File: src/hdl/lease_subscribe_broadcast_node_defines.svh
// ----------------------------------------------------------------------------
// Assertion macros for the lease subscribe broadcast node
// Shared forms for the concurrent checks in the RTL files.
// ----------------------------------------------------------------------------
`ifndef LEASE_SUBSCRIBE_BROADCAST_NODE_DEFINES_SVH
`define LEASE_SUBSCRIBE_BROADCAST_NODE_DEFINES_SVH

// The consequent must hold in the same cycle as the antecedent.
`define LSBN_ASSERT_SAME(label, clk, rst, ante, cons, msg) \
   label: assert property (@(posedge clk) disable iff (rst) (ante) |-> (cons)) \
      else $error(msg);

// The consequent must hold in the cycle after the antecedent.
`define LSBN_ASSERT_NEXT(label, clk, rst, ante, cons, msg) \
   label: assert property (@(posedge clk) disable iff (rst) (ante) |=> (cons)) \
      else $error(msg);

`endif

File: src/hdl/lsbn_pkg.sv
// ----------------------------------------------------------------------------
// lsbn_pkg
// Types, codes and defaults shared by the broadcast node modules.
// ----------------------------------------------------------------------------
package lsbn_pkg;

   localparam int PEER_SLOTS_DEFAULT = 16;
   localparam int TIME_BITS_DEFAULT  = 32;

   localparam int ACTION_W     = 4;
   localparam int SLOT_FIELD_W = 4;
   localparam int NOW_W        = 32;
   localparam int KIND_W       = 3;
   localparam int TICKS_W      = 16;
   localparam int CSR_INDEX_W  = 1;
   localparam int CSR_DATA_W   = 16;

   // Lease length after reset: 10.0 s held as whole milliseconds.
   localparam logic [TICKS_W-1:0] LEASE_TICKS_RESET = 16'd10000;

   localparam logic [CSR_INDEX_W-1:0] CSR_PRUNE_ON_DUPLICATE = 1'd0;
   localparam logic [CSR_INDEX_W-1:0] CSR_LEASE_TICKS       = 1'd1;

   typedef enum logic [ACTION_W-1:0] {
      ACT_PUBLISH     = 4'd0,
      ACT_BODY_READY  = 4'd1,
      ACT_PEER_UPSERT = 4'd2,
      ACT_PEER_REMOVE = 4'd3,
      ACT_TIMER       = 4'd4,
      ACT_HAVE        = 4'd5,
      ACT_REQUEST     = 4'd6,
      ACT_PIECE       = 4'd7,
      ACT_CANCEL      = 4'd8,
      ACT_NEW_ROUND   = 4'd9
   } action_type;

   typedef enum logic [KIND_W-1:0] {
      KIND_DELIVER = 3'd0,
      KIND_PIECE   = 3'd1,
      KIND_HAVE    = 3'd2,
      KIND_REQUEST = 3'd3,
      KIND_CANCEL  = 3'd4
   } kind_type;

   typedef enum logic {
      ALU_ADD_LEASE = 1'b0,
      ALU_CMP_LEASE = 1'b1
   } alu_op_type;

endpackage

File: src/hdl/lsbn_ram.sv
// ----------------------------------------------------------------------------
// lsbn_ram
// Generic single-write, single-read RAM with a registered read port.
// ----------------------------------------------------------------------------
module lsbn_ram #(
   parameter int WIDTH = 32,
   parameter int DEPTH = 16
) (
   input  logic                     clock,
   input  logic                     wr_en,
   input  logic [$clog2(DEPTH)-1:0] wr_addr,
   input  logic [WIDTH-1:0]         wr_data,
   input  logic [$clog2(DEPTH)-1:0] rd_addr,
   output logic [WIDTH-1:0]         rd_data
);

   logic [WIDTH-1:0] mem_ff [DEPTH];
   logic [WIDTH-1:0] rd_data_ff;

   always_ff @(posedge clock) begin
      if (wr_en) begin
         mem_ff[wr_addr] <= wr_data;
      end
      rd_data_ff <= mem_ff[rd_addr];
   end

   assign rd_data = rd_data_ff;

endmodule

File: src/hdl/lsbn_alu.sv
// ----------------------------------------------------------------------------
// lsbn_alu
// Shared time adder: lease expiry sum and lease liveness compare.
// ----------------------------------------------------------------------------
module lsbn_alu #(
   parameter int TIME_BITS = lsbn_pkg::TIME_BITS_DEFAULT
) (
   input  lsbn_pkg::alu_op_type         op,
   input  logic [TIME_BITS-1:0]         now_val,
   input  logic [TIME_BITS-1:0]         lease_val,
   input  logic [lsbn_pkg::TICKS_W-1:0] ticks,
   output logic [TIME_BITS-1:0]         sum,
   output logic                         carry
);

   import lsbn_pkg::*;

   logic [TIME_BITS-1:0] operand_b;
   logic                 carry_in;
   logic [TIME_BITS:0]   total;

   // The compare forms now - lease; a carry out means now >= lease, so the
   // lease is no longer live. The add forms now + ticks; a carry out means
   // the expiry has run past the top of the time range.
   always_comb begin
      if (op == ALU_CMP_LEASE) begin
         operand_b = ~lease_val;
         carry_in  = 1'b1;
      end else begin
         operand_b = TIME_BITS'(ticks);
         carry_in  = 1'b0;
      end
      total = {1'b0, now_val} + {1'b0, operand_b} + (TIME_BITS + 1)'(carry_in);
   end

   assign sum   = total[TIME_BITS-1:0];
   assign carry = total[TIME_BITS];

endmodule

File: src/hdl/lease_subscribe_broadcast_node.sv
// ----------------------------------------------------------------------------
// lease_subscribe_broadcast_node
// One node of a push / lazy-push broadcast with subscription leases.
// ----------------------------------------------------------------------------
//
//  Channel   Ports                                    Direction
//  req       req_valid, req_stall, req_action, ...    in  (one event)
//  rsp       rsp_valid, rsp_stall, rsp_kind, ...      out (one send each)
//  csr       csr_write_en, csr_index, csr_write_data  in  (register write)
//
// Each event passes a decode state and then one state per result; a neighbour
// walk also steps an address state over each slot scanned up to the last
// recipient, and the shared adder checks each recipient's lease behind its
// registered RAM read. The next event is taken once the sequencer is back in
// idle after the final result.
// Reset is synchronous with no clearing pass; an rsp stall holds the sequencer.
// ----------------------------------------------------------------------------
module lease_subscribe_broadcast_node #(
   parameter int PEER_SLOTS = lsbn_pkg::PEER_SLOTS_DEFAULT,
   parameter int TIME_BITS  = lsbn_pkg::TIME_BITS_DEFAULT
) (
   input  logic                             clock,
   input  logic                             reset,
   input  logic                             req_valid,
   output logic                             req_stall,
   input  logic [lsbn_pkg::ACTION_W-1:0]    req_action,
   input  logic [lsbn_pkg::SLOT_FIELD_W-1:0] req_peer_slot,
   input  logic                             req_is_neighbour,
   input  logic                             req_is_duplicate,
   input  logic                             req_start_with_body,
   input  logic [lsbn_pkg::NOW_W-1:0]       req_now_ms,
   output logic                             rsp_valid,
   input  logic                             rsp_stall,
   output logic [lsbn_pkg::KIND_W-1:0]      rsp_kind,
   output logic [lsbn_pkg::SLOT_FIELD_W-1:0] rsp_dest_peer,
   output logic                             rsp_last,
   input  logic                             csr_write_en,
   input  logic [lsbn_pkg::CSR_INDEX_W-1:0] csr_index,
   input  logic [lsbn_pkg::CSR_DATA_W-1:0]  csr_write_data
);

   import lsbn_pkg::*;

`include "lease_subscribe_broadcast_node_defines.svh"

   localparam int SLOT_W = $clog2(PEER_SLOTS);
   localparam int CMP_W  = ((SLOT_W > SLOT_FIELD_W) ? SLOT_W : SLOT_FIELD_W) + 1;

   typedef enum logic [2:0] {
      ST_IDLE,
      ST_EXEC,
      ST_HEAD,
      ST_REQ,
      ST_WALK_ADDR,
      ST_WALK_EMIT
   } state_type;

   // Control and node state
   state_type                 state_ff, state_in;
   logic [SLOT_W-1:0]         idx_ff, idx_in;
   logic                      skip_en_ff, skip_en_in;
   logic                      walk_en_ff, walk_en_in;
   logic                      do_req_ff, do_req_in;
   kind_type                  head_kind_ff, head_kind_in;
   logic                      prune_ff, prune_in;
   logic [TICKS_W-1:0]        ticks_ff, ticks_in;
   logic                      body_held_ff, body_held_in;
   logic                      first_seen_ff, first_seen_in;
   logic                      advert_ff, advert_in;
   logic [PEER_SLOTS-1:0]     lease_valid_ff, lease_valid_in;
   logic [PEER_SLOTS-1:0]     neigh_ff, neigh_in;
   logic [PEER_SLOTS-1:0]     req_mask_ff, req_mask_in;
   logic                      rsp_valid_ff, rsp_valid_in;

   // Event and result payload
   action_type                act_ff, act_in;
   logic [SLOT_FIELD_W-1:0]   slot_ff, slot_in;
   logic                      nb_ff, nb_in;
   logic                      dup_ff, dup_in;
   logic                      swb_ff, swb_in;
   logic [TIME_BITS-1:0]      now_ff, now_in;
   kind_type                  rsp_kind_ff, rsp_kind_in;
   logic [SLOT_FIELD_W-1:0]   rsp_dest_ff, rsp_dest_in;
   logic                      rsp_last_ff, rsp_last_in;

   logic [CMP_W-1:0]          slot_ext;
   logic                      slot_ok;
   logic [SLOT_W-1:0]         slot_idx;
   logic [PEER_SLOTS-1:0]     slot_bit;
   logic [PEER_SLOTS-1:0]     eligible;
   logic [PEER_SLOTS-1:0]     above_idx;
   logic                      has_walk;
   logic                      more_after;
   logic                      cur_elig;
   logic                      out_free;
   logic                      accept;
   logic                      walk_next;

   alu_op_type                alu_op;
   logic [TIME_BITS-1:0]      alu_sum;
   logic                      alu_carry;
   logic                      ram_wr_en;
   logic [TIME_BITS-1:0]      ram_wr_data;
   logic [TIME_BITS-1:0]      ram_rd_data;
   logic                      lease_live;

   assign slot_ext  = CMP_W'(slot_ff);
   assign slot_ok   = slot_ext < CMP_W'(PEER_SLOTS);
   assign slot_idx  = slot_ext[SLOT_W-1:0];
   assign slot_bit  = PEER_SLOTS'(1) << slot_idx;
   assign eligible  = neigh_ff & ~(skip_en_ff ? slot_bit : '0);
   assign has_walk  = walk_en_ff && (|eligible);
   assign above_idx = ~((PEER_SLOTS'(2) << idx_ff) - PEER_SLOTS'(1));
   assign more_after = |(eligible & above_idx);
   assign cur_elig  = eligible[idx_ff];
   assign out_free  = !rsp_valid_ff || !rsp_stall;
   assign accept    = req_valid && !req_stall;
   assign walk_next = has_walk;

   assign alu_op      = (state_ff == ST_EXEC) ? ALU_ADD_LEASE : ALU_CMP_LEASE;
   assign ram_wr_en   = (state_ff == ST_EXEC) && (act_ff == ACT_REQUEST) && slot_ok;
   assign ram_wr_data = alu_carry ? '1 : alu_sum;
   assign lease_live  = lease_valid_ff[idx_ff] && !alu_carry;

   lsbn_alu #(
      .TIME_BITS(TIME_BITS)
   ) u_alu (
      .op       (alu_op),
      .now_val  (now_ff),
      .lease_val(ram_rd_data),
      .ticks    (ticks_ff),
      .sum      (alu_sum),
      .carry    (alu_carry)
   );

   lsbn_ram #(
      .WIDTH(TIME_BITS),
      .DEPTH(PEER_SLOTS)
   ) u_lease_ram (
      .clock  (clock),
      .wr_en  (ram_wr_en),
      .wr_addr(slot_idx),
      .wr_data(ram_wr_data),
      .rd_addr(idx_ff),
      .rd_data(ram_rd_data)
   );

   always_comb begin
      state_in       = state_ff;
      idx_in         = idx_ff;
      skip_en_in     = skip_en_ff;
      walk_en_in     = walk_en_ff;
      do_req_in      = do_req_ff;
      head_kind_in   = head_kind_ff;
      prune_in       = prune_ff;
      ticks_in       = ticks_ff;
      body_held_in   = body_held_ff;
      first_seen_in  = first_seen_ff;
      advert_in      = advert_ff;
      lease_valid_in = lease_valid_ff;
      neigh_in       = neigh_ff;
      req_mask_in    = req_mask_ff;
      rsp_valid_in   = rsp_valid_ff && rsp_stall;
      act_in         = act_ff;
      slot_in        = slot_ff;
      nb_in          = nb_ff;
      dup_in         = dup_ff;
      swb_in         = swb_ff;
      now_in         = now_ff;
      rsp_kind_in    = rsp_kind_ff;
      rsp_dest_in    = rsp_dest_ff;
      rsp_last_in    = rsp_last_ff;

      if (csr_write_en) begin
         case (csr_index)
            CSR_PRUNE_ON_DUPLICATE: prune_in = csr_write_data[0];
            CSR_LEASE_TICKS:        ticks_in = csr_write_data[TICKS_W-1:0];
            default:                ;
         endcase
      end

      case (state_ff)
         ST_IDLE: begin
            if (accept) begin
               act_in   = action_type'(req_action);
               slot_in  = req_peer_slot;
               nb_in    = req_is_neighbour;
               dup_in   = req_is_duplicate;
               swb_in   = req_start_with_body;
               now_in   = TIME_BITS'(req_now_ms);
               state_in = ST_EXEC;
            end
         end
         ST_EXEC: begin
            state_in   = ST_IDLE;
            do_req_in  = 1'b0;
            walk_en_in = 1'b0;
            skip_en_in = 1'b0;
            case (act_ff)
               ACT_PUBLISH, ACT_BODY_READY: begin
                  if (!body_held_ff) begin
                     body_held_in = 1'b1;
                     head_kind_in = KIND_DELIVER;
                     walk_en_in   = 1'b1;
                     state_in     = ST_HEAD;
                  end
               end
               ACT_PEER_UPSERT: begin
                  if (slot_ok) begin
                     neigh_in[slot_idx] = nb_ff;
                  end
               end
               ACT_PEER_REMOVE: begin
                  if (slot_ok) begin
                     neigh_in[slot_idx]       = 1'b0;
                     lease_valid_in[slot_idx] = 1'b0;
                  end
               end
               ACT_HAVE: begin
                  // Only the first advert of a round is answered.
                  if (slot_ok && !body_held_ff && !advert_ff) begin
                     advert_in = 1'b1;
                     if (!req_mask_ff[slot_idx]) begin
                        req_mask_in[slot_idx] = 1'b1;
                        head_kind_in          = KIND_REQUEST;
                        state_in              = ST_HEAD;
                     end
                  end
               end
               ACT_REQUEST: begin
                  if (slot_ok) begin
                     lease_valid_in[slot_idx] = 1'b1;
                     if (body_held_ff) begin
                        head_kind_in = KIND_PIECE;
                        state_in     = ST_HEAD;
                     end
                  end
               end
               ACT_PIECE: begin
                  if (slot_ok) begin
                     if (dup_ff || body_held_ff) begin
                        if (prune_ff) begin
                           head_kind_in = KIND_CANCEL;
                           state_in     = ST_HEAD;
                        end
                     end else begin
                        body_held_in = 1'b1;
                        head_kind_in = KIND_DELIVER;
                        walk_en_in   = 1'b1;
                        skip_en_in   = 1'b1;
                        state_in     = ST_HEAD;
                        if (!first_seen_ff) begin
                           first_seen_in = 1'b1;
                           if (!req_mask_ff[slot_idx]) begin
                              req_mask_in[slot_idx] = 1'b1;
                              do_req_in             = 1'b1;
                           end
                        end
                     end
                  end
               end
               ACT_CANCEL: begin
                  if (slot_ok && prune_ff) begin
                     lease_valid_in[slot_idx] = 1'b0;
                  end
               end
               ACT_NEW_ROUND: begin
                  body_held_in  = swb_ff;
                  first_seen_in = 1'b0;
                  advert_in     = 1'b0;
                  req_mask_in   = '0;
               end
               default: ;
            endcase
         end
         ST_HEAD: begin
            if (out_free) begin
               rsp_valid_in = 1'b1;
               rsp_kind_in  = head_kind_ff;
               rsp_dest_in  = (head_kind_ff == KIND_DELIVER) ? '0 : slot_ff;
               rsp_last_in  = !do_req_ff && !walk_next;
               idx_in       = '0;
               if (do_req_ff) begin
                  state_in = ST_REQ;
               end else if (walk_next) begin
                  state_in = ST_WALK_ADDR;
               end else begin
                  state_in = ST_IDLE;
               end
            end
         end
         ST_REQ: begin
            if (out_free) begin
               rsp_valid_in = 1'b1;
               rsp_kind_in  = KIND_REQUEST;
               rsp_dest_in  = slot_ff;
               rsp_last_in  = !walk_next;
               state_in     = walk_next ? ST_WALK_ADDR : ST_IDLE;
            end
         end
         ST_WALK_ADDR: begin
            // The RAM reads the expiry of idx_ff during this cycle.
            if (cur_elig) begin
               state_in = ST_WALK_EMIT;
            end else begin
               idx_in = idx_ff + SLOT_W'(1);
            end
         end
         ST_WALK_EMIT: begin
            if (out_free) begin
               rsp_valid_in = 1'b1;
               rsp_kind_in  = lease_live ? KIND_PIECE : KIND_HAVE;
               rsp_dest_in  = SLOT_FIELD_W'(idx_ff);
               rsp_last_in  = !more_after;
               if (more_after) begin
                  idx_in   = idx_ff + SLOT_W'(1);
                  state_in = ST_WALK_ADDR;
               end else begin
                  state_in = ST_IDLE;
               end
            end
         end
         default: state_in = ST_IDLE;
      endcase
   end

   always_ff @(posedge clock) begin
      if (reset) begin
         state_ff       <= ST_IDLE;
         idx_ff         <= '0;
         skip_en_ff     <= 1'b0;
         walk_en_ff     <= 1'b0;
         do_req_ff      <= 1'b0;
         head_kind_ff   <= KIND_DELIVER;
         prune_ff       <= 1'b0;
         ticks_ff       <= LEASE_TICKS_RESET;
         body_held_ff   <= 1'b0;
         first_seen_ff  <= 1'b0;
         advert_ff      <= 1'b0;
         lease_valid_ff <= '0;
         neigh_ff       <= '0;
         req_mask_ff    <= '0;
         rsp_valid_ff   <= 1'b0;
      end else begin
         state_ff       <= state_in;
         idx_ff         <= idx_in;
         skip_en_ff     <= skip_en_in;
         walk_en_ff     <= walk_en_in;
         do_req_ff      <= do_req_in;
         head_kind_ff   <= head_kind_in;
         prune_ff       <= prune_in;
         ticks_ff       <= ticks_in;
         body_held_ff   <= body_held_in;
         first_seen_ff  <= first_seen_in;
         advert_ff      <= advert_in;
         lease_valid_ff <= lease_valid_in;
         neigh_ff       <= neigh_in;
         req_mask_ff    <= req_mask_in;
         rsp_valid_ff   <= rsp_valid_in;
      end
      act_ff      <= act_in;
      slot_ff     <= slot_in;
      nb_ff       <= nb_in;
      dup_ff      <= dup_in;
      swb_ff      <= swb_in;
      now_ff      <= now_in;
      rsp_kind_ff <= rsp_kind_in;
      rsp_dest_ff <= rsp_dest_in;
      rsp_last_ff <= rsp_last_in;
   end

   assign req_stall     = (state_ff != ST_IDLE);
   assign rsp_valid     = rsp_valid_ff;
   assign rsp_kind      = rsp_kind_ff;
   assign rsp_dest_peer = rsp_dest_ff;
   assign rsp_last      = rsp_last_ff;

   `LSBN_ASSERT_SAME(a_walk_to_neighbour, clock, reset,
      (state_ff == ST_WALK_EMIT) && out_free, neigh_ff[idx_ff],
      "walk emitted a send to a slot that is not a neighbour")

   `LSBN_ASSERT_NEXT(a_last_ends_item, clock, reset,
      (state_ff != ST_IDLE) && (state_ff != ST_EXEC) && out_free && rsp_last_in
         && (state_ff != ST_WALK_ADDR),
      state_ff == ST_IDLE,
      "sequencer kept running after the final result of an event")

   `LSBN_ASSERT_SAME(a_deliver_holds_body, clock, reset,
      (state_ff == ST_HEAD) && (head_kind_ff == KIND_DELIVER), body_held_ff,
      "body delivered without the body being marked as held")

   `LSBN_ASSERT_SAME(a_request_marked, clock, reset,
      (state_ff == ST_REQ) || ((state_ff == ST_HEAD) && (head_kind_ff == KIND_REQUEST)),
      req_mask_ff[slot_idx],
      "request sent to a slot not marked in the request mask")

endmodule

File: config.mk
export PLATFORM = sky130hd
export DESIGN_NAME = lease_subscribe_broadcast_node
export DESIGN_NICKNAME = d
export VERILOG_FILES = /design/src/hdl/lsbn_pkg.sv /design/src/hdl/lsbn_ram.sv /design/src/hdl/lsbn_alu.sv /design/src/hdl/lease_subscribe_broadcast_node.sv
export VERILOG_INCLUDE_DIRS = /design/src /design/src/hdl
export SDC_FILE = /design/constraint.sdc
export NUM_CORES = 1
export LEC_CHECK = 0
export BUFFER_PORTS_ARGS = -buffer_cell sky130_fd_sc_hd__buf_2
export CORE_MARGIN = 4
export CORE_UTILIZATION = 50
export CTS_CLUSTER_DIAMETER = 50
export DETAILED_ROUTE_END_ITERATION = 6
export HOLD_SLACK_MARGIN = 0.03
export PLACE_DENSITY = 0.69
export SETUP_SLACK_MARGIN = 0.2
export SLEW_MARGIN = 20
export SYNTH_ARGS = -nofsm -noshare
export SYNTH_HDL_FRONTEND = slang
export SYNTH_SLANG_ARGS = --single-unit
File: constraint.sdc
create_clock -name clock -period 5.4 [get_ports clock]
set_input_delay 1.35 -clock clock [delete_from_list [all_inputs] [get_ports clock]]
set_output_delay 1.35 -clock clock [all_outputs]
set_load 0.01 [all_outputs]
## Yosys cells after proc, flatten, opt, wreduce, memory -nomap -nowiden

Memory sizes are Yosys's and may differ from the RTL's. A register that Yosys moved wholly into a read port is not among the register bits.
Index checks and enable logic that the tools add are counted.

- Add/sub/neg operators: 4
- Magnitude comparators: 4
- Equal/unequal tests: 32
- Shift-type cells: 2
- Muxes and demuxes: 92
- Bitwise operators: 11
- Reductions and logical operators: 52

Operator list:

| operator | count |
|---|---|
| $mux W16 | 11 |
| $pmux W16 S3 | 2 |
| $and A16 B16 Y16 | 4 |
| $mux W32 | 2 |
| $mux W3 | 21 |
| $not A16 Y16 | 3 |
| $ne A2 B2 Y1 const B | 18 |
| $add A32 B32 Y33 | 1 |
| $add A33 B1 Y33 | 1 |
| $mux W4 | 8 |
| $not A32 Y32 | 1 |
| $or A16 B16 Y16 | 2 |
| $pmux W16 S2 | 1 |
| $reduce_or A16 Y1 | 2 |
| $mux W1 | 24 |
| $pmux W3 S4 | 2 |
| $pmux W4 S3 | 2 |
| $pmux W3 S6 | 1 |
| $reduce_bool A3 Y1 | 6 |
| $bwmux W16 | 1 |
| $reduce_and A4 Y1 | 4 |
| $shl A1 B4 Y16 const A | 1 |
| $shl A2 B4 Y16 const A | 1 |
| $sub A16 B2 Y16 const B | 1 |
| 32 further kinds | 77 |

- Flip-flop bits (word level): 133
- Bits in writable memories: 512
- Bits of input ports: 65
- Memories kept: 1

Memory list:

| memory | depth | bits a word | read ports | clocked after Yosys merged registers in | wr ports | line | text |
|---|---|---|---|---|---|---|---|
| u_lease_ram.mem_ff | 16 | 32 | 1 | 1 | 1 | lsbn_ram.sv:17 | `logic [WIDTH-1:0] mem_ff [DEPTH];` |

## Depth between registers and ports, before layout

Gate-level depths: netlist of run 1.

- Depth after elaboration: 10
- Mapped depth: 19
- Gate-level depth less buffers: 14

## Cells and area by module

A second synthesis of run 1 with hierarchy kept.

- Cell total of the unflattened synthesis: 1852
- Area, all modules: 28456.0 µm²

Modules (own cells, without submodules):

| module | instances | cells each | area an instance (µm²) | sequential area each (µm²) |
|---|---|---|---|---|
| lsbn_ram | 1 | 838 | 19835.3 | 16015.4 |
| lease_subscribe_broadcast_node | 1 | 703 | 6562.5 | 3173.0 |
| lsbn_alu | 1 | 311 | 2058.2 | 0.0 |

## Least setup slack after synthesis of run 1

OpenSTA, ideal clock, no wires.

- Kind: reg2reg
- Start: register state_ff[0]
- End: memory u_lease_ram.mem_ff[0][20] (data pin)
- Library setup time: 0.330 ns
- Arrival: 4.593 ns
- Data required time: 5.070 ns
- Path slack: 0.477 ns
- Cell stages (with the launch flop): 19
- Path buffers: 4
- Clock period less this slack: 4.923 ns
- Path through: dfxtp_1 > clkbuf_1 > or2b_2 > nand2b_1 > clkbuf_1 > clkbuf_1 > clkbuf_1 > nand2_1 > o21ai_0 > fa_1 > fa_1 > nand2b_1 > a21oi_1 > o31ai_1 > o311a_1 > o21bai_1 > a2111oi_0 > a31o_2 > o21ai_0

- Longest elaborated chain between the ends: 5

Ends and longest elaborated chain:

| element | line | text |
|---|---|---|
| start: declaration | lease_subscribe_broadcast_node.sv:59 | `state_type state_ff, state_in;` |
| start signal: assignment | lease_subscribe_broadcast_node.sv:345 | `state_ff <= state_in;` |
| $eq A3 B1 Y1 (*) | lease_subscribe_broadcast_node.sv:120 | `assign alu_op = (state_ff == ST_EXEC) ? ALU_ADD_LEASE : ALU_CMP_LEASE;` |
| $mux W32 | lsbn_alu.sv:26 | `if (op == ALU_CMP_LEASE) begin` |
| $add A32 B32 Y33 | lsbn_alu.sv:33 | `total = {1'b0, now_val} + {1'b0, operand_b} + (TIME_BITS + 1)'(carry_in);` |
| $add A33 B1 Y33 (*) | lsbn_alu.sv:33 |  |
| $mux W32 (*) | lease_subscribe_broadcast_node.sv:122 | `assign ram_wr_data = alu_carry ? '1 : alu_sum;` |
| named net ram_wr_data[20] | lease_subscribe_broadcast_node.sv:103 | `logic [TIME_BITS-1:0] ram_wr_data;` |
| end: declaration | lsbn_ram.sv:17 |  |

Mark *: on every way through the listed nets, which the timed path passes. The rest lies on a longest branch.

## Final worst setup path of run 1

- Start: register state_ff[0]
- End: memory u_lease_ram.mem_ff[1][2] (data pin)

The elaborated chain is that of the path after synthesis.

==> out/qor.yml, run 1 <==
tightest_slew_ns: 1.17
finalHoldViolCount: 0
worstHoldPathType: "reg2reg"
path_max_fanout: 17
io_buffers: 74
status: "complete, no violations"
max_freq_ghz: 0.202
fin_nets: 1971
syn_area_per_cell_um2: 15.9
yosys_warnings: 0
drive_above_1_share: 0.242
hold_buffers: 0
cp_slowest_stage_delay_ns: 0.49
worstPathRequired_ns: 5.62
p_comb_frac: 0.134
vdd_drop_max_v: 0.000297
ff2ff_setup_slack_ns: 0.45
place_congestion: 0.900
setup_viol: 0
grt_pass1_wl_mm: 102
max_cap_viol_count: 0
wirelength_mm: 67.9
p_int_w: 0.0101
slew_violations: 0
met3_length_mm: 5.15
die_h_um: 246
drt_iter0_markers: 1666
highest_layer: "met4"
syn_inst: 1782
synthToLayoutAreaGrowth_pct: 13.7
fp-row-count: 87
antenna_left: 0
drcViolationCount: 0
dieArea_um2: 60600
grt_antenna_before_repair: 0
mostFrequentLayoutCell: "edfxtp_1"
wl_met1_mm: 27.9
cp-start-kind: "flop"
power.switching_w: 0.00344
cts.path.max_buffers: 3
grt_max_degree: 107
ios: 75
die_w_um: 246
async_flop_share: 0
grt.total_usage: 0.226
start_util: 0.504
grt_pass1_vias: 16400
clockRootBuffer: "clkbuf_16"
synth-seq-cells: 677
diodes: 0
hold_ws_ns: 0.458
relSlewSlack: 0.215
cts_tree: "done"
seqPwrFrac: 0.479
fin_worst_skew_ns: 0.0246
synthFlopType: "edfxtp_1"
vias: 16500
arrival_ns: 5.17
syn-num-nets: 1887
fin_tns_setup_ns: 0
cts_max_level: 3
synth.distinct_cells: 86
firstDrtPassIters: 5
swShare: 0.254
crit_path_top_delay_cell: "dfxtp_1"
clkTransAtPathRegs_ns: 0.06
cts_resized: 0
synth_edf_count: 563
route.met2.wl_mm: 32.9
powerDensity_nw_per_um2: 420
clock_latency_ns: 0.61
syn_area_um2: 28400
core_area_um2: 56300
clkPwrFrac: 0.387
dp_hpwl_mm: 39.9
critPathKind: "reg2reg"
rsz0062_at_grt: "true"
overflow: 0
post_cts_buffers: 0
cts_buffers: 76
wl_per_cell_um: 25.3
critical_path.endpoint_type: "flop"
yosysSeqAreaShare: 0.676
clock_sinks: 677
crit_chain: "or2b_2 > nand2b_2 > inv_1 > buf_4 > nor2_1 > ha_1 > a21o_1 > a311oi_1 > o31ai_1 > a2111oi_0 > o21ai_2 > a221oi_4 > buf_6 > nand2_1"
period_minus_slack_ns: 4.95
p_leak_nw: 10.4
via_per_inst: 6.15
timing.final.crit_share: 0.916
most-common-layout-cells: "edfxtp_1, mux4_2, nor2_1"
registers in the layout, summed over array words and instances, names as in the netlist, 4 cells and up, named ones only:
| name | cells |
|---|---|
| act_ff | 4 |
| neigh_ff | 16 |
| slot_ff | 4 |
| now_ff | 32 |
| req_mask_ff | 16 |
| ticks_ff | 16 |
| u_lease_ram.rd_data | 32 |
| rsp_dest_peer | 4 |
| idx_ff | 4 |
| u_lease_ram.mem_ff | 512 |
power by group through the flow:
stage	Sequential, W	Clock [W]	Combinational (W)
2_1_floorplan	0.00653	0	0.00123
3_3_place_gp	0.00659	0	0.00167
3_5_place_dp	0.00660	0	0.00176
4_1_cts	0.00649	0.00531	0.00177
5_1_grt	0.00649	0.00556	0.00200
6_report	0.00648	0.00524	0.00181
worst paths after layout:
| check | startpoint | cells past startpoint | endpoint |
|---|---|---|---|
| max reg2reg | state_ff[0] | 14 | u_lease_ram.mem_ff[1][2] |
| max | state_ff[0] | 14 | u_lease_ram.mem_ff[1][2] |
| min reg2reg | ticks_ff[12] | 2 | ticks_ff[12] |
| min | ticks_ff[12] | 2 | ticks_ff[12] |
layout make-up:
class | count | area (um2)
Clock buffer | 100 | 2130
Clock inverter | 38 | 454
Timing Repair Buffer | 109 | 649
Sequential cell | 677 | 19200
Multi-Input combinational cell | 974 | 8790
Inverter | 28 | 105
Fill cell | 4290 | 24000
Tap cell | 756 | 946
metal layers:
metal	GRT usage	vias to the layer above
met2	0.365	686
met4	0.0659	0
li1	-	7201
met5	0	-
met3	0.0415	123
met1	0.318	8482
worst max-delay path, delay by kind of cell (launching register included):
kind	cells	cell delay (ns)
compound gates	6	1.78
flops	1	0.49
buf+inv	3	0.88
simple gates	4	1.00
fa+ha+maj	1	0.40
cell families after synthesis:
logic type / Yosys count / synth area share
muxes: 177 / 0.138
adders and majority gates: 40 / 0.0182
AOI/OAI and AO/OA: 303 / 0.0676
DFF: 677 / 0.676
buffers and inverters: 131 / 0.0200
xor gates and xnor gates: 27 / 0.00833
and+or+nand+nor: 427 / 0.0711
cell usage after synthesis, drive strengths merged, types with 23 or more instances:
library cell | number | area share
o21ai | 65 | 0.011
nand2 | 115 | 0.015
clkbuf | 69 | 0.010
nor2 | 141 | 0.019
inv | 28 | 0.0037
mux4 | 172 | 0.14
ha | 38 | 0.017
or3 | 23 | 0.0052
edfxtp | 563 | 0.60
nor3 | 45 | 0.0079
buf | 34 | 0.0061
a21oi | 121 | 0.021
dfxtp | 114 | 0.080
metrics by stage:
stage	cell area [um2]	util	setup slack (ns)	std cells	total power, W
finish	32300	0.573	0.453	2682	0.0135
global route	32300	0.573	0.164	2682	0.0140
CTS	32200	0.572	0.306	2682	0.0136
detailed placement	29600	0.527	0.334	2544	0.00835
global placement	29600	0.527	0.439	2544	0.00827
floorplan	28400	-	0.477	1782	0.00776
Power figures use the tool's default switching activity.
==> run 2, diff against run 1 <==
BUFFER_PORTS_ARGS = -buffer_cell sky130_fd_sc_hd__buf_4   (was -buffer_cell sky130_fd_sc_hd__buf_2)
PLACE_DENSITY = 0.72   (was 0.69)
==> run 2 against run 1 <==
Via count rose by 0.78%; critical path depth unchanged; global-route usage fell by 0.10 points; setup slack improved by 0.045 ns; critical endpoint is now u_lease_ram.mem_ff[13][27].
==> out/qor.yml, run 2 (synthesized netlist as in run 1, its figures left out) <==
status: "complete, no violations"
cts_tree: "done"
io_buffers: 74  # unchanged
drive_above_1_share: 0.237  # -0.00516
start_util: 0.504  # unchanged
timing.final.crit_share: 0.908  # -0.00836
rsz0062_at_grt: "false"
path_max_fanout: 16  # -1
drcViolationCount: 0  # unchanged
fin_nets: 1972  # +0.051%
ios: 75  # unchanged
period_minus_slack_ns: 4.90  # -0.0451 ns
place_inst: 2544  # unchanged
die_h_um: 246  # unchanged
worstHoldPathType: "reg2reg"
relSlewSlack: 0.285  # +0.0700
critPathKind: "reg2reg"
post_cts_buffers: 0  # unchanged
largest_reg_flops: 512  # unchanged
cts_buffers: 77  # +1.3%
fp-row-count: 87  # unchanged
fin_tns_setup_ns: 0  # unchanged
finalHoldViolCount: 0  # unchanged
most-common-layout-cells: "edfxtp_1, mux4_2, nor2_1"
dieArea_um2: 60600  # unchanged
p_leak_nw: 10.5  # +0.85%
critical_path.endpoint_type: "flop"
vdd_drop_max_v: 0.000301  # +1.3%
grt_pass1_wl_mm: 102  # -0.27%
clockRootBuffer: "clkbuf_16"
regMostFlops: "u_lease_ram.mem_ff"
antenna_left: 0  # unchanged
stdcell_count: 2687  # +0.19%
grt_pass1_vias: 16400  # -0.32%
powerDensity_nw_per_um2: 419  # about the same
cts.path.max_buffers: 3  # unchanged
hold_buffers: 0  # unchanged
place_congestion: 0.964  # +7.1%
post-place-ws_ns: 0.493  # +0.159 ns
max_cap_viol_count: 0  # unchanged
firstDrtPassIters: 5  # unchanged
grt_antenna_before_repair: 0  # unchanged
grt.total_usage: 0.225  # -0.000998
vias: 16600  # +0.78%
slew_violations: 0  # unchanged
via_per_inst: 6.19  # +0.59%
worstPathRequired_ns: 5.69  # +0.07 ns
setup_viol: 0  # unchanged
setup_slack_ns: 0.499  # +0.0451 ns
arrival_ns: 5.20  # +0.03 ns
clock_latency_ns: 0.62  # about the same
clkTransAtPathRegs_ns: 0.06  # about the same
cts_max_level: 3  # unchanged
synthToLayoutAreaGrowth_pct: 14.4
clock_sinks: 677  # unchanged
dp_hpwl_mm: 40.0  # +0.39%
cp-start-kind: "flop"
core_area_um2: 56300  # unchanged
wl_per_cell_um: 25.4  # +0.24%
mostFrequentLayoutCell: "edfxtp_1"
cts_resized: 0  # unchanged
max_freq_ghz: 0.204  # +0.92%
wirelength_mm: 68.2  # +0.43%
fin_worst_skew_ns: 0.0250  # +0.000489 ns
die_w_um: 246  # unchanged
grt_max_degree: 106  # -0.93%
drt_iter0_markers: 1944  # +17%
tightest_slew_ns: 1.07  # -0.106 ns
overflow: 0  # unchanged
[run 2: path summary, 6_finish.rpt]
path | startpoint | endpoint | cells past startpoint | slack (ns)
min reg2reg | ticks_ff[14] | ticks_ff[14] | 2 | 0.47
max reg2reg | state_ff[0] | u_lease_ram.mem_ff[13][27] | 14 | 0.50
min | ticks_ff[14] | ticks_ff[14] | 2 | 0.47
max | state_ff[0] | u_lease_ram.mem_ff[13][27] | 14 | 0.50
[run 2: power by group]
part | internal (W) | switching, W
logic | 0.000524 | 0.00129
clock network | 0.00313 | 0.00219
registers | 0.00641 | 0.0000845
total | 0.0101 | 0.00356
[run 2: layout make-up]
type	instances	area (um2)
fill	4168	23800
sequential	677	19200
multi-input combinational	974	8750
clock buffer	85	2000
tap	756	946
timing repair buffer	109	831
clock inverter	57	633
inverter	28	105
antenna	1	2.50
[run 2: routing by layer]
layer	vias up	global-route usage	share of wire
met4	0	0.0669	0.025
li1	7225	-	-
met3	121	0.0412	0.081
met2	802	0.363	0.49
met5	-	0	0
met1	8473	0.316	0.41
[run 2: metrics by stage]
step | utilization | power [W] | cell area (um2) | hold slack, ns
CTS | 0.577 | 0.0136 | 32500 | 0.462
global route | 0.577 | 0.0141 | 32500 | 0.485
global placement | 0.530 | 0.00828 | 29800 | 0.442
detailed placement | 0.530 | 0.00836 | 29800 | 0.453
floorplan | - | 0.00776 | 28400 | 0.431
finish | 0.577 | 0.0136 | 32500 | 0.466
[run 2: critical path, stage by stage, from the launching register on]
cell       delay (ns)
dfxtp_1          0.51
or2b_2           0.35
nand2b_2         0.26
inv_1            0.34
nor2_1           0.08
ha_1             0.42
a21o_1           0.24
a311oi_1         0.35
o31ai_1          0.15
a2111oi_0        0.39
o21ai_1          0.26
a221oi_4         0.31
buf_4            0.30
o211ai_1         0.12
a311o_1          0.47
